`config.mk`:
```
export PLATFORM = sky130hd
export DESIGN_NAME = line_rasterizer
export DESIGN_NICKNAME = d
export VERILOG_FILES = /design/src/hw/rtl/lr_pkg.sv /design/src/hw/rtl/line_rasterizer.sv /design/src/hw/rtl/lr_front.sv /design/src/hw/rtl/lr_queue.sv /design/src/hw/rtl/lr_stepper.sv
export SDC_FILE = /design/constraint.sdc
export NUM_CORES = 1
export LEC_CHECK = 0
export ABC_CLOCK_PERIOD_IN_PS = 7800
export BUFFER_PORTS_ARGS = -buffer_cell sky130_fd_sc_hd__buf_2
export CAP_MARGIN = 20
export CORE_MARGIN = 2
export CORE_UTILIZATION = 66
export CTS_BUF_LIST = sky130_fd_sc_hd__clkbuf_4
export DETAILED_ROUTE_END_ITERATION = 8
export PLACE_DENSITY = 0.95
export SETUP_SLACK_MARGIN = 0.02
export SYNTH_ARGS = -nofsm -noshare
export SYNTH_HDL_FRONTEND = slang
export SYNTH_SLANG_ARGS = --single-unit
```
`constraint.sdc`:
```
create_clock -name clk -period 7.8 [get_ports clk]
set_clock_uncertainty 0.1 [all_clocks]
set_input_delay 0.39 -clock clk [delete_from_list [all_inputs] [get_ports clk]]
set_output_delay 0.39 -clock clk [all_outputs]
set_load 0.02 [all_outputs]
```
`src/hw/rtl/lr_pkg.sv`:
```
// ----------------------------------------------------------------------------
// lr_pkg: shared types and constants of the line rasterizer
// Coordinate widths, the request and pixel beat structs, the setup record that
// goes from the front end to the stepper, and the stepper state codes.
// ----------------------------------------------------------------------------
package lr_pkg;

    // Grid coordinate width and the widths that follow from it
    localparam int COORD_BITS     = 6;
    localparam int Y_BITS         = COORD_BITS + 1;
    localparam int DEC_BITS       = COORD_BITS + 3;
    localparam int STEP_BITS      = COORD_BITS + 2;
    localparam int SUM_BITS       = DEC_BITS + 1;

    // Setup queue between front end and stepper
    localparam int QUEUE_DEPTH    = 2;
    localparam int QUEUE_PTR_BITS = (QUEUE_DEPTH > 1) ? $clog2(QUEUE_DEPTH) : 1;
    localparam int QUEUE_CNT_BITS = $clog2(QUEUE_DEPTH + 1);

    // Request beat
    typedef struct packed {
        logic [COORD_BITS-1:0] start_x;
        logic [COORD_BITS-1:0] start_y;
        logic [COORD_BITS-1:0] end_x;
        logic [COORD_BITS-1:0] end_y;
    } line_req_t;

    // Result beat
    typedef struct packed {
        logic [COORD_BITS-1:0] pixel_x;
        logic [Y_BITS-1:0]     pixel_y;
        logic                  last_pixel;
    } pixel_t;

    // Prepared line: first pixel, end x and the decision terms
    typedef struct packed {
        logic [COORD_BITS-1:0]       first_x;
        logic [Y_BITS-1:0]           first_y;
        logic [COORD_BITS-1:0]       stop_x;
        logic signed [DEC_BITS-1:0]  decision;
        logic [STEP_BITS-1:0]        step_even;
        logic signed [STEP_BITS-1:0] step_diag;
    } line_setup_t;

    // Queue status seen by both sides
    typedef struct packed {
        logic full;
        logic empty;
    } queue_status_t;

    // Stepper states
    typedef enum logic [1:0] {
        ST_IDLE = 2'b01,
        ST_RUN  = 2'b10
    } step_state_t;

endpackage

```
`src/hw/rtl/line_rasterizer.sv`:
```
// ----------------------------------------------------------------------------
// line_rasterizer: Bresenham line stepper, top level
// A front end sets up each line request, a two-entry queue holds prepared
// lines, and the stepper emits the pixels of the line one per cycle.
//
//   channel   handshake              payload      direction
//   request   start, busy            req          in
//   pixel     result_valid (strobe)  result       out
//
// A line of |dx|+1 pixels (up to 64) keeps the stepper busy, one pixel per
// cycle; lines held in the queue follow with no gap.
// When the stepper is free, the first pixel of a line follows its request beat
// through the setup register, the queue and the stepper load.
// busy is high while the setup register is full and the queue has no room.
// Reset clears all control state and the stepper registers.
// Results cannot be held off; each pixel beat lasts one cycle.
// ----------------------------------------------------------------------------
module line_rasterizer
(
    input  logic              clk,
    input  logic              rst_n,
    input  logic              start,
    output logic              busy,
    input  lr_pkg::line_req_t req,
    output logic              result_valid,
    output lr_pkg::pixel_t    result
);

    lr_pkg::queue_status_t q_status;
    lr_pkg::line_setup_t   front_setup;
    lr_pkg::line_setup_t   queue_head;
    logic                  push;
    logic                  pop;

    // Request intake and setup
    lr_front u_front
    (
        .clk      (clk),
        .rst_n    (rst_n),
        .start    (start),
        .req      (req),
        .busy     (busy),
        .q_status (q_status),
        .push     (push),
        .setup    (front_setup)
    );

    // Prepared line queue
    lr_queue u_queue
    (
        .clk     (clk),
        .rst_n   (rst_n),
        .push    (push),
        .wr_data (front_setup),
        .pop     (pop),
        .rd_data (queue_head),
        .status  (q_status)
    );

    // Pixel stepper
    lr_stepper u_stepper
    (
        .clk          (clk),
        .rst_n        (rst_n),
        .q_status     (q_status),
        .setup        (queue_head),
        .pop          (pop),
        .result_valid (result_valid),
        .result       (result)
    );

    // Within a line x moves up by exactly one per beat
    assert property (@(posedge clk) disable iff (!rst_n)
        result_valid && !result.last_pixel |=>
            result_valid && (result.pixel_x == $past(result.pixel_x) + 1'b1))
        else $error("pixel x did not advance by one within a line");

    // Within a line y holds or moves up by one
    assert property (@(posedge clk) disable iff (!rst_n)
        result_valid && !result.last_pixel |=>
            (result.pixel_y == $past(result.pixel_y)) ||
            (result.pixel_y == $past(result.pixel_y) + 1'b1))
        else $error("pixel y stepped by more than one");

    // Queue never reports full and empty together
    assert property (@(posedge clk) disable iff (!rst_n)
        !(q_status.full && q_status.empty))
        else $error("queue status inconsistent");

    // No push into a full queue and no pop from an empty one
    assert property (@(posedge clk) disable iff (!rst_n)
        !(push && q_status.full) && !(pop && q_status.empty))
        else $error("queue overrun or underrun");

endmodule

```
`src/hw/rtl/lr_front.sv`:
```
// ----------------------------------------------------------------------------
// lr_front: request intake and line setup
// Takes a request beat, orders the endpoints by x, works out dx, dy and the
// initial decision terms, and holds the setup record until the queue has room.
// ----------------------------------------------------------------------------
module lr_front
(
    input  logic                  clk,
    input  logic                  rst_n,
    input  logic                  start,
    input  lr_pkg::line_req_t     req,
    output logic                  busy,
    input  lr_pkg::queue_status_t q_status,
    output logic                  push,
    output lr_pkg::line_setup_t   setup
);

    logic                        valid_reg;
    logic                        valid_next;
    lr_pkg::line_setup_t         setup_reg;
    lr_pkg::line_setup_t         setup_next;
    logic                        accept;
    logic                        swap;
    logic [lr_pkg::COORD_BITS-1:0] dx;
    logic [lr_pkg::COORD_BITS-1:0] dy;

    // Holding register is free, or drains into the queue this cycle
    assign busy   = valid_reg && q_status.full;
    assign accept = start && !busy;
    assign push   = valid_reg && !q_status.full;
    assign setup  = setup_reg;

    // Endpoint ordering and line terms
    always_comb
    begin
        swap = req.start_x > req.end_x;
        dx   = swap ? (req.start_x - req.end_x) : (req.end_x - req.start_x);
        dy   = (req.end_y > req.start_y) ? (req.end_y - req.start_y)
                                         : (req.start_y - req.end_y);

        setup_next.first_x  = swap ? req.end_x : req.start_x;
        setup_next.first_y  = {1'b0, (swap ? req.end_y : req.start_y)};
        setup_next.stop_x   = swap ? req.start_x : req.end_x;
        // 2dy - dx
        setup_next.decision = $signed({2'b00, dy, 1'b0}) - $signed({3'b000, dx});
        // 2dy and 2(dy - dx)
        setup_next.step_even = {1'b0, dy, 1'b0};
        setup_next.step_diag = $signed({1'b0, dy, 1'b0}) - $signed({1'b0, dx, 1'b0});
    end

    // Holding register valid flag
    always_comb
    begin
        valid_next = valid_reg;
        if (accept)
        begin
            valid_next = 1'b1;
        end
        else if (push)
        begin
            valid_next = 1'b0;
        end
    end

    always_ff @(posedge clk or negedge rst_n)
    begin
        if (!rst_n)
        begin
            valid_reg <= 1'b0;
        end
        else
        begin
            valid_reg <= valid_next;
        end
    end

    // Setup payload, no reset
    always_ff @(posedge clk)
    begin
        if (accept)
        begin
            setup_reg <= setup_next;
        end
    end

endmodule

```
`src/hw/rtl/lr_queue.sv`:
```
// ----------------------------------------------------------------------------
// lr_queue: short setup queue
// Small register FIFO of prepared lines between front end and stepper, so that
// a new request is set up while the current line is still being stepped.
// ----------------------------------------------------------------------------
module lr_queue
(
    input  logic                  clk,
    input  logic                  rst_n,
    input  logic                  push,
    input  lr_pkg::line_setup_t   wr_data,
    input  logic                  pop,
    output lr_pkg::line_setup_t   rd_data,
    output lr_pkg::queue_status_t status
);

    lr_pkg::line_setup_t                 entry_reg [lr_pkg::QUEUE_DEPTH];
    logic [lr_pkg::QUEUE_PTR_BITS-1:0]   wr_ptr_reg;
    logic [lr_pkg::QUEUE_PTR_BITS-1:0]   wr_ptr_next;
    logic [lr_pkg::QUEUE_PTR_BITS-1:0]   rd_ptr_reg;
    logic [lr_pkg::QUEUE_PTR_BITS-1:0]   rd_ptr_next;
    logic [lr_pkg::QUEUE_CNT_BITS-1:0]   count_reg;
    logic [lr_pkg::QUEUE_CNT_BITS-1:0]   count_next;

    assign status.full  = count_reg == lr_pkg::QUEUE_CNT_BITS'(lr_pkg::QUEUE_DEPTH);
    assign status.empty = count_reg == '0;
    assign rd_data      = entry_reg[rd_ptr_reg];

    // Pointer wrap and fill count
    always_comb
    begin
        wr_ptr_next = wr_ptr_reg;
        rd_ptr_next = rd_ptr_reg;
        count_next  = count_reg;
        if (push)
        begin
            wr_ptr_next = (wr_ptr_reg == lr_pkg::QUEUE_PTR_BITS'(lr_pkg::QUEUE_DEPTH - 1))
                        ? '0 : wr_ptr_reg + 1'b1;
        end
        if (pop)
        begin
            rd_ptr_next = (rd_ptr_reg == lr_pkg::QUEUE_PTR_BITS'(lr_pkg::QUEUE_DEPTH - 1))
                        ? '0 : rd_ptr_reg + 1'b1;
        end
        if (push && !pop)
        begin
            count_next = count_reg + 1'b1;
        end
        else if (pop && !push)
        begin
            count_next = count_reg - 1'b1;
        end
    end

    always_ff @(posedge clk or negedge rst_n)
    begin
        if (!rst_n)
        begin
            wr_ptr_reg <= '0;
            rd_ptr_reg <= '0;
            count_reg  <= '0;
        end
        else
        begin
            wr_ptr_reg <= wr_ptr_next;
            rd_ptr_reg <= rd_ptr_next;
            count_reg  <= count_next;
        end
    end

    // Entry storage
    always_ff @(posedge clk)
    begin
        if (push)
        begin
            entry_reg[wr_ptr_reg] <= wr_data;
        end
    end

endmodule

```
`src/hw/rtl/lr_stepper.sv`:
```
// ----------------------------------------------------------------------------
// lr_stepper: Bresenham stepper
// Loads a prepared line from the queue and emits one pixel beat per cycle,
// moving x by one and y by the sign of the saturating decision term.
// ----------------------------------------------------------------------------
module lr_stepper
(
    input  logic                  clk,
    input  logic                  rst_n,
    input  lr_pkg::queue_status_t q_status,
    input  lr_pkg::line_setup_t   setup,
    output logic                  pop,
    output logic                  result_valid,
    output lr_pkg::pixel_t        result
);

    lr_pkg::step_state_t                 state_reg;
    lr_pkg::step_state_t                 state_next;
    logic [lr_pkg::COORD_BITS-1:0]       cur_x_reg;
    logic [lr_pkg::COORD_BITS-1:0]       cur_x_next;
    logic [lr_pkg::Y_BITS-1:0]           cur_y_reg;
    logic [lr_pkg::Y_BITS-1:0]           cur_y_next;
    logic [lr_pkg::COORD_BITS-1:0]       stop_x_reg;
    logic [lr_pkg::COORD_BITS-1:0]       stop_x_next;
    logic signed [lr_pkg::DEC_BITS-1:0]  decision_reg;
    logic signed [lr_pkg::DEC_BITS-1:0]  decision_next;
    logic [lr_pkg::STEP_BITS-1:0]        step_even_reg;
    logic [lr_pkg::STEP_BITS-1:0]        step_even_next;
    logic signed [lr_pkg::STEP_BITS-1:0] step_diag_reg;
    logic signed [lr_pkg::STEP_BITS-1:0] step_diag_next;
    logic                                last;
    logic signed [lr_pkg::SUM_BITS-1:0]  addend;
    logic signed [lr_pkg::SUM_BITS-1:0]  sum;
    logic signed [lr_pkg::DEC_BITS-1:0]  sum_sat;

    // Current pixel goes straight out of the registers
    assign last                = cur_x_reg == stop_x_reg;
    assign result_valid        = state_reg == lr_pkg::ST_RUN;
    assign result.pixel_x      = cur_x_reg;
    assign result.pixel_y      = cur_y_reg;
    assign result.last_pixel   = last;

    // Decision update with saturation to the signed range
    always_comb
    begin
        if (decision_reg[lr_pkg::DEC_BITS-1])
        begin
            addend = $signed({{(lr_pkg::SUM_BITS - lr_pkg::STEP_BITS){1'b0}}, step_even_reg});
        end
        else
        begin
            addend = lr_pkg::SUM_BITS'(step_diag_reg);
        end
        sum = lr_pkg::SUM_BITS'(decision_reg) + addend;
        if (sum[lr_pkg::SUM_BITS-1] != sum[lr_pkg::SUM_BITS-2])
        begin
            sum_sat = sum[lr_pkg::SUM_BITS-1]
                    ? {1'b1, {(lr_pkg::DEC_BITS-1){1'b0}}}
                    : {1'b0, {(lr_pkg::DEC_BITS-1){1'b1}}};
        end
        else
        begin
            sum_sat = sum[lr_pkg::DEC_BITS-1:0];
        end
    end

    // Sequencer: load a line, step it, load the next one without a gap
    always_comb
    begin
        state_next     = state_reg;
        cur_x_next     = cur_x_reg;
        cur_y_next     = cur_y_reg;
        stop_x_next    = stop_x_reg;
        decision_next  = decision_reg;
        step_even_next = step_even_reg;
        step_diag_next = step_diag_reg;
        pop            = 1'b0;
        case (state_reg)
            lr_pkg::ST_IDLE:
            begin
                pop = !q_status.empty;
            end
            lr_pkg::ST_RUN:
            begin
                if (last)
                begin
                    pop = !q_status.empty;
                    if (q_status.empty)
                    begin
                        state_next = lr_pkg::ST_IDLE;
                    end
                end
                else
                begin
                    cur_x_next    = cur_x_reg + 1'b1;
                    decision_next = sum_sat;
                    if (!decision_reg[lr_pkg::DEC_BITS-1])
                    begin
                        cur_y_next = cur_y_reg + 1'b1;
                    end
                end
            end
            default:
            begin
                state_next = lr_pkg::ST_IDLE;
            end
        endcase
        if (pop)
        begin
            state_next     = lr_pkg::ST_RUN;
            cur_x_next     = setup.first_x;
            cur_y_next     = setup.first_y;
            stop_x_next    = setup.stop_x;
            decision_next  = setup.decision;
            step_even_next = setup.step_even;
            step_diag_next = setup.step_diag;
        end
    end

    always_ff @(posedge clk or negedge rst_n)
    begin
        if (!rst_n)
        begin
            state_reg     <= lr_pkg::ST_IDLE;
            cur_x_reg     <= '0;
            cur_y_reg     <= '0;
            stop_x_reg    <= '0;
            decision_reg  <= '0;
            step_even_reg <= '0;
            step_diag_reg <= '0;
        end
        else
        begin
            state_reg     <= state_next;
            cur_x_reg     <= cur_x_next;
            cur_y_reg     <= cur_y_next;
            stop_x_reg    <= stop_x_next;
            decision_reg  <= decision_next;
            step_even_reg <= step_even_next;
            step_diag_reg <= step_diag_next;
        end
    end

endmodule
```
==> flow_results.org <==
** Power
- For this design the ratio of total power to cell area is between 300 and 400 nW/µm².
- Psw :: 1.290 mW
- The clock network burns between 10% and 20% of the power.
- Cell internal power was estimated by the tool at 2.052 mW.
- The share of total power dissipated in combinational logic is 41.8%.
- For this design the static power due to leakage is roughly 3.5 nW.
- Sequential cells burn ~46% of the power.
- In this run switching power makes up 38.61% of total power.
- Maximum ir drop on the vdd rail :: 0.1825 mV

** Timing
- Achievable frequency :: ~0.23 GHz
- The number of hold-slack violations in the final timing report was 0.
- Final critical delay including setup and external delays :: between 4000 and 5000 ps
- Setup repair after global routing missed its margin :: false
- Max Slew Vio Count :: 0
- Worst Tran Pin Value :: ~1000 ps
- Once routing completed, OpenROAD measured the worst setup slack at approximately 3400 ps.
- Hold Slack :: around 80 ps
- Final setup violation count :: 0
- Summed over all failing endpoints, the final setup total negative slack is 0 ps.
- Worst relative slew slack :: 33.27%
- Share of the clock period used by the worst path after layout :: between 50% and 60%

** Routing
- Detail Route met3 WL :: approximately 700 µm
- Number of detailed-routing iterations run before antenna repair :: 7
- The detail route stage leaves a number of antenna-violating nets equal to 0.
- For this run, design rule violations remaining after detail routing come to 2.
- For this block, the routed nets add up to ~15 mm of wire.
- Via Count :: between 4000 and 5000
- Max Used Layer :: met4
- Using the TritonRoute via totals, the vias-per-cell ratio works out to between 5 and 6.
- Detailed-route wire length per cell :: approximately 18 µm
- WL met1 :: 6.305 mm
- Detailed routing placed a total of 7.551 mm of wire on met2.
- After the first detailed-routing iteration, the DRC count stood at approximately 390.

** Clocking
- Post-CTS Setup Repair Bufs :: 0
- The tree is rooted in a sky130_fd_sc_hd__clkbuf_4.
- At the later pin of the worst-skew pair, clock insertion delay measures around 530 ps.
- Clock tree from TritonCTS :: done
- Cells resized by post-CTS repair :: 0
- The H-tree generated during clock tree synthesis spans 4 levels.
- Clock-pin slew on the worst setup and hold paths :: around 130 ps
- The clock drives 161 sinks.
- Buffers inserted during clock tree synthesis total 17.
- Clk buf depth :: 2

** Floorplanning
- Overall die height :: 112.9 µm
- Starting Density :: approximately two thirds
- Area enclosed by the die boundary :: between 10000 and 15000 µm²
- The core region is ~12000 µm².
- Width of the die :: approximately 110 µm
- between 40 and 50 I/O pins were placed.
- The floorplan has 39 rows.

** Cells and area
- Cells with a size suffix above 1 make up around 14% of the layout.
- Flip-flop count of the largest register after layout :: 76
- The net count of the finished layout is approximately 750.
- The area growth from synthesis to layout is 8.441%.

** Critical path
- For the worst setup path, the data required time is 8000 ps.
- The critical path is of the in -> reg type.
- Of all nets on the critical path, the largest fanout is 46.
- Walking the worst path, the cells encountered are buf_2 > inv_1 > ha_1 > and4_1 > a311o_1 > a21oi_4 > mux2i_1 > a221o_1 > a21boi_0 > xor2_1 > ha_1 > or2_2 > a21o_1 > o41a_1 > xor2_1.
- Number of buffer and inverter stages on the critical path :: 2
- Crit. End Element :: register
- The worst setup path is launched from a primary input.
- The largest single stage delay on the critical path is approximately 770 ps.
- Gate family responsible for the most delay along the worst path :: compound AO/OA/AOI/OAI gates
- Slowest stage cell on the critical path :: sky130_fd_sc_hd__a21oi_4
- The setup check on the worst reg-to-reg path leaves a slack of ~4400 ps.
- For the worst setup path, the data arrival time is 4630 ps.

** Placed design
- Routability-driven placement finished with a final weighted congestion of 0.8944.
- Total half-perimeter wirelength after legalization and detailed placement :: roughly 10 mm
- I/O Buffers :: 42
- Worst Setup Slack post-DPL :: about 2800 ps

** Yosys
- Ys Warns :: 0
- The mapped netlist covers around 7800 µm².
- The top cell type by area accounts for about 44% of the synthesized area.
- In this run, distinct cell masters in the synthesized netlist total 56.
- The most used flip-flop cell after synthesis is sky130_fd_sc_hd__edfxtp_1.
- Area contributors post-synth :: sky130_fd_sc_hd__edfxtp_1, sky130_fd_sc_hd__dfrtp_1, sky130_fd_sc_hd__ha_1
- Sequential fraction of the synthesis area :: 58.78%
- Averaged over all synthesized cells, the footprint is between 10 and 15 µm².
- The synthesized design contains about 160 register bits.
- Area leader, netlist :: sky130_fd_sc_hd__edfxtp_1
- Post-synth EDFFs :: roughly 110
- Counting flops with an async set or reset pin after synthesis yields a share of between 20% and 30%.
- Cells after Synth :: 626
- Post-Synthesis Net Count :: about 700

** Global routing
- Entering global routing, the biggest net connects between 60 and 70 pins.
- The first global-routing pass estimated 24.39 mm of wire.
- For this run, the total global-route usage over all layers was measured as between 20% and 30%.
- Number of antenna violations at the first check in global routing :: 1
- The total overflow left after global routing is 0.
- The via count of the first global-routing pass is approximately 5100.

** Outcome
- Status :: finished with violations
- The checks that failed: design-rule violations.

** Worst hold path
- Worst hold path type :: in -> reg

** Job
- The tool flagged a number of max-cap violations equal to 0.
cell type report:
type | instances | area (µm²)
antenna | 1 | 2.502
fill | 694 | 3029
multi-input combinational | 401 | 2992
tap | 143 | 178.9
clock inverter | 13 | 95.09
inverter | 41 | 153.9
clock buffer | 19 | 142.6
timing repair buffer | 51 | 320.3
sequential | 161 | 4602
kinds of logic after synthesis:
kind of cell	Yosys count	share of synthesized area (%)
multiplexers	52	6.811
flip-flops	161	58.78
AO/OA/AOI/OAI	129	10.38
XOR/XNOR	46	5.244
AND/OR/NAND/NOR	125	7.354
adder cells (fa/ha/maj)	49	8.281
buffers and inverters	64	3.149
cell usage after synthesis, types with 2 or more instances:
master,n
sky130_fd_sc_hd__or2_2,2
sky130_fd_sc_hd__edfxtp_1,114
sky130_fd_sc_hd__a221oi_1,7
sky130_fd_sc_hd__nand2_1,59
sky130_fd_sc_hd__nand4_1,5
sky130_fd_sc_hd__inv_1,40
sky130_fd_sc_hd__xnor2_1,23
sky130_fd_sc_hd__nor3_1,11
sky130_fd_sc_hd__clkbuf_1,19
sky130_fd_sc_hd__o211ai_1,2
sky130_fd_sc_hd__a211oi_1,11
sky130_fd_sc_hd__nor2b_1,14
sky130_fd_sc_hd__xor2_1,22
sky130_fd_sc_hd__o21ai_0,51
sky130_fd_sc_hd__mux2_2,7
sky130_fd_sc_hd__and3_1,2
sky130_fd_sc_hd__and2_1,2
sky130_fd_sc_hd__mux2i_1,44
sky130_fd_sc_hd__o21a_1,2
sky130_fd_sc_hd__buf_2,2
sky130_fd_sc_hd__nor2_1,20
sky130_fd_sc_hd__a31oi_1,2
sky130_fd_sc_hd__ha_1,43
sky130_fd_sc_hd__dfrtp_1,46
sky130_fd_sc_hd__a21oi_1,29
sky130_fd_sc_hd__and4_1,2
sky130_fd_sc_hd__fa_1,5
sky130_fd_sc_hd__nand2b_1,4
sky130_fd_sc_hd__a21o_1,9
path summary, 6_finish.rpt:
path | startpoint | cells after the start | end
setup reg to reg | u_stepper.decision_reg[8] | 10 | u_stepper.decision_reg[1]
hold reg to reg | u_front.setup[3] | 0 | u_queue.entry_reg[1][3]
min in group asynchronous | rst_n | 2 | u_stepper.cur_x_reg[3]
hold / removal | req[22] | 3 | u_front.setup[29]
setup / recovery | req[7] | 15 | u_front.setup[6]
max in group asynchronous | rst_n | 3 | u_stepper.state_reg[0]
timing repair:
action,4_1_cts,5_1_grt
hold buffers,2,0
endpoints found under the hold margin,47,0
setup endpoints to repair,0,0
layout by cell type, fill, tap and decap left out, types with 3 or more instances in the layout:
| master | instances |
|---|---|
| sky130_fd_sc_hd__nor3_1 | 10 |
| sky130_fd_sc_hd__nor2b_1 | 14 |
| sky130_fd_sc_hd__nand4_1 | 5 |
| sky130_fd_sc_hd__clkbuf_4 | 19 |
| sky130_fd_sc_hd__dfrtp_1 | 45 |
| sky130_fd_sc_hd__xor2_1 | 22 |
| sky130_fd_sc_hd__nand2b_1 | 4 |
| sky130_fd_sc_hd__edfxtp_1 | 114 |
| sky130_fd_sc_hd__a21oi_1 | 29 |
| sky130_fd_sc_hd__buf_12 | 3 |
| sky130_fd_sc_hd__mux2_2 | 7 |
| sky130_fd_sc_hd__o21ai_0 | 51 |
| sky130_fd_sc_hd__a211oi_1 | 11 |
| sky130_fd_sc_hd__xnor2_1 | 23 |
| sky130_fd_sc_hd__clkinv_2 | 3 |
| sky130_fd_sc_hd__nor2_1 | 19 |
| sky130_fd_sc_hd__ha_1 | 43 |
| sky130_fd_sc_hd__nand2_1 | 59 |
| sky130_fd_sc_hd__mux2i_1 | 44 |
| sky130_fd_sc_hd__buf_4 | 4 |
| sky130_fd_sc_hd__buf_2 | 42 |
| sky130_fd_sc_hd__fa_1 | 5 |
| sky130_fd_sc_hd__a221oi_1 | 7 |
| sky130_fd_sc_hd__clkinvlp_4 | 3 |
| sky130_fd_sc_hd__inv_1 | 40 |
| sky130_fd_sc_hd__clkinv_1 | 5 |
| sky130_fd_sc_hd__a21o_1 | 9 |
power by group through the flow:
stage | logic (mW) | clock network, mW | registers, mW
floorplan | 1.03 | 0 | 1.50
CTS | 1.34 | 0.431 | 1.56
detailed placement | 1.32 | 0 | 1.58
finish | 1.40 | 0.424 | 1.52
global route | 1.55 | 0.467 | 1.55
global placement | 1.23 | 0 | 1.54
through the flow:
step	utilization, %	total power, mW	std cells	cell area [µm²]
after CTS	73.15	3.323	826	8424
after detailed placement	70.91	2.897	792	8167
after global routing	73.70	3.565	830	8487
final	73.70	3.343	830	8487
after floorplan	-	2.524	626	7826
after global placement	70.91	2.771	792	8167
routing by layer:
layer	global-route usage, %	up-vias
li1	-	2357
met1	31.23	2412
met2	42.41	163
met3	5.731	24
met4	8.862	0
met5	0	-
worst min-delay path: stages:
cell	delay (ps)
sky130_fd_sc_hd__buf_2	110
sky130_fd_sc_hd__nand2_1	50
sky130_fd_sc_hd__o21ai_0	70
Note: power is estimated with default switching activity, not from simulation.
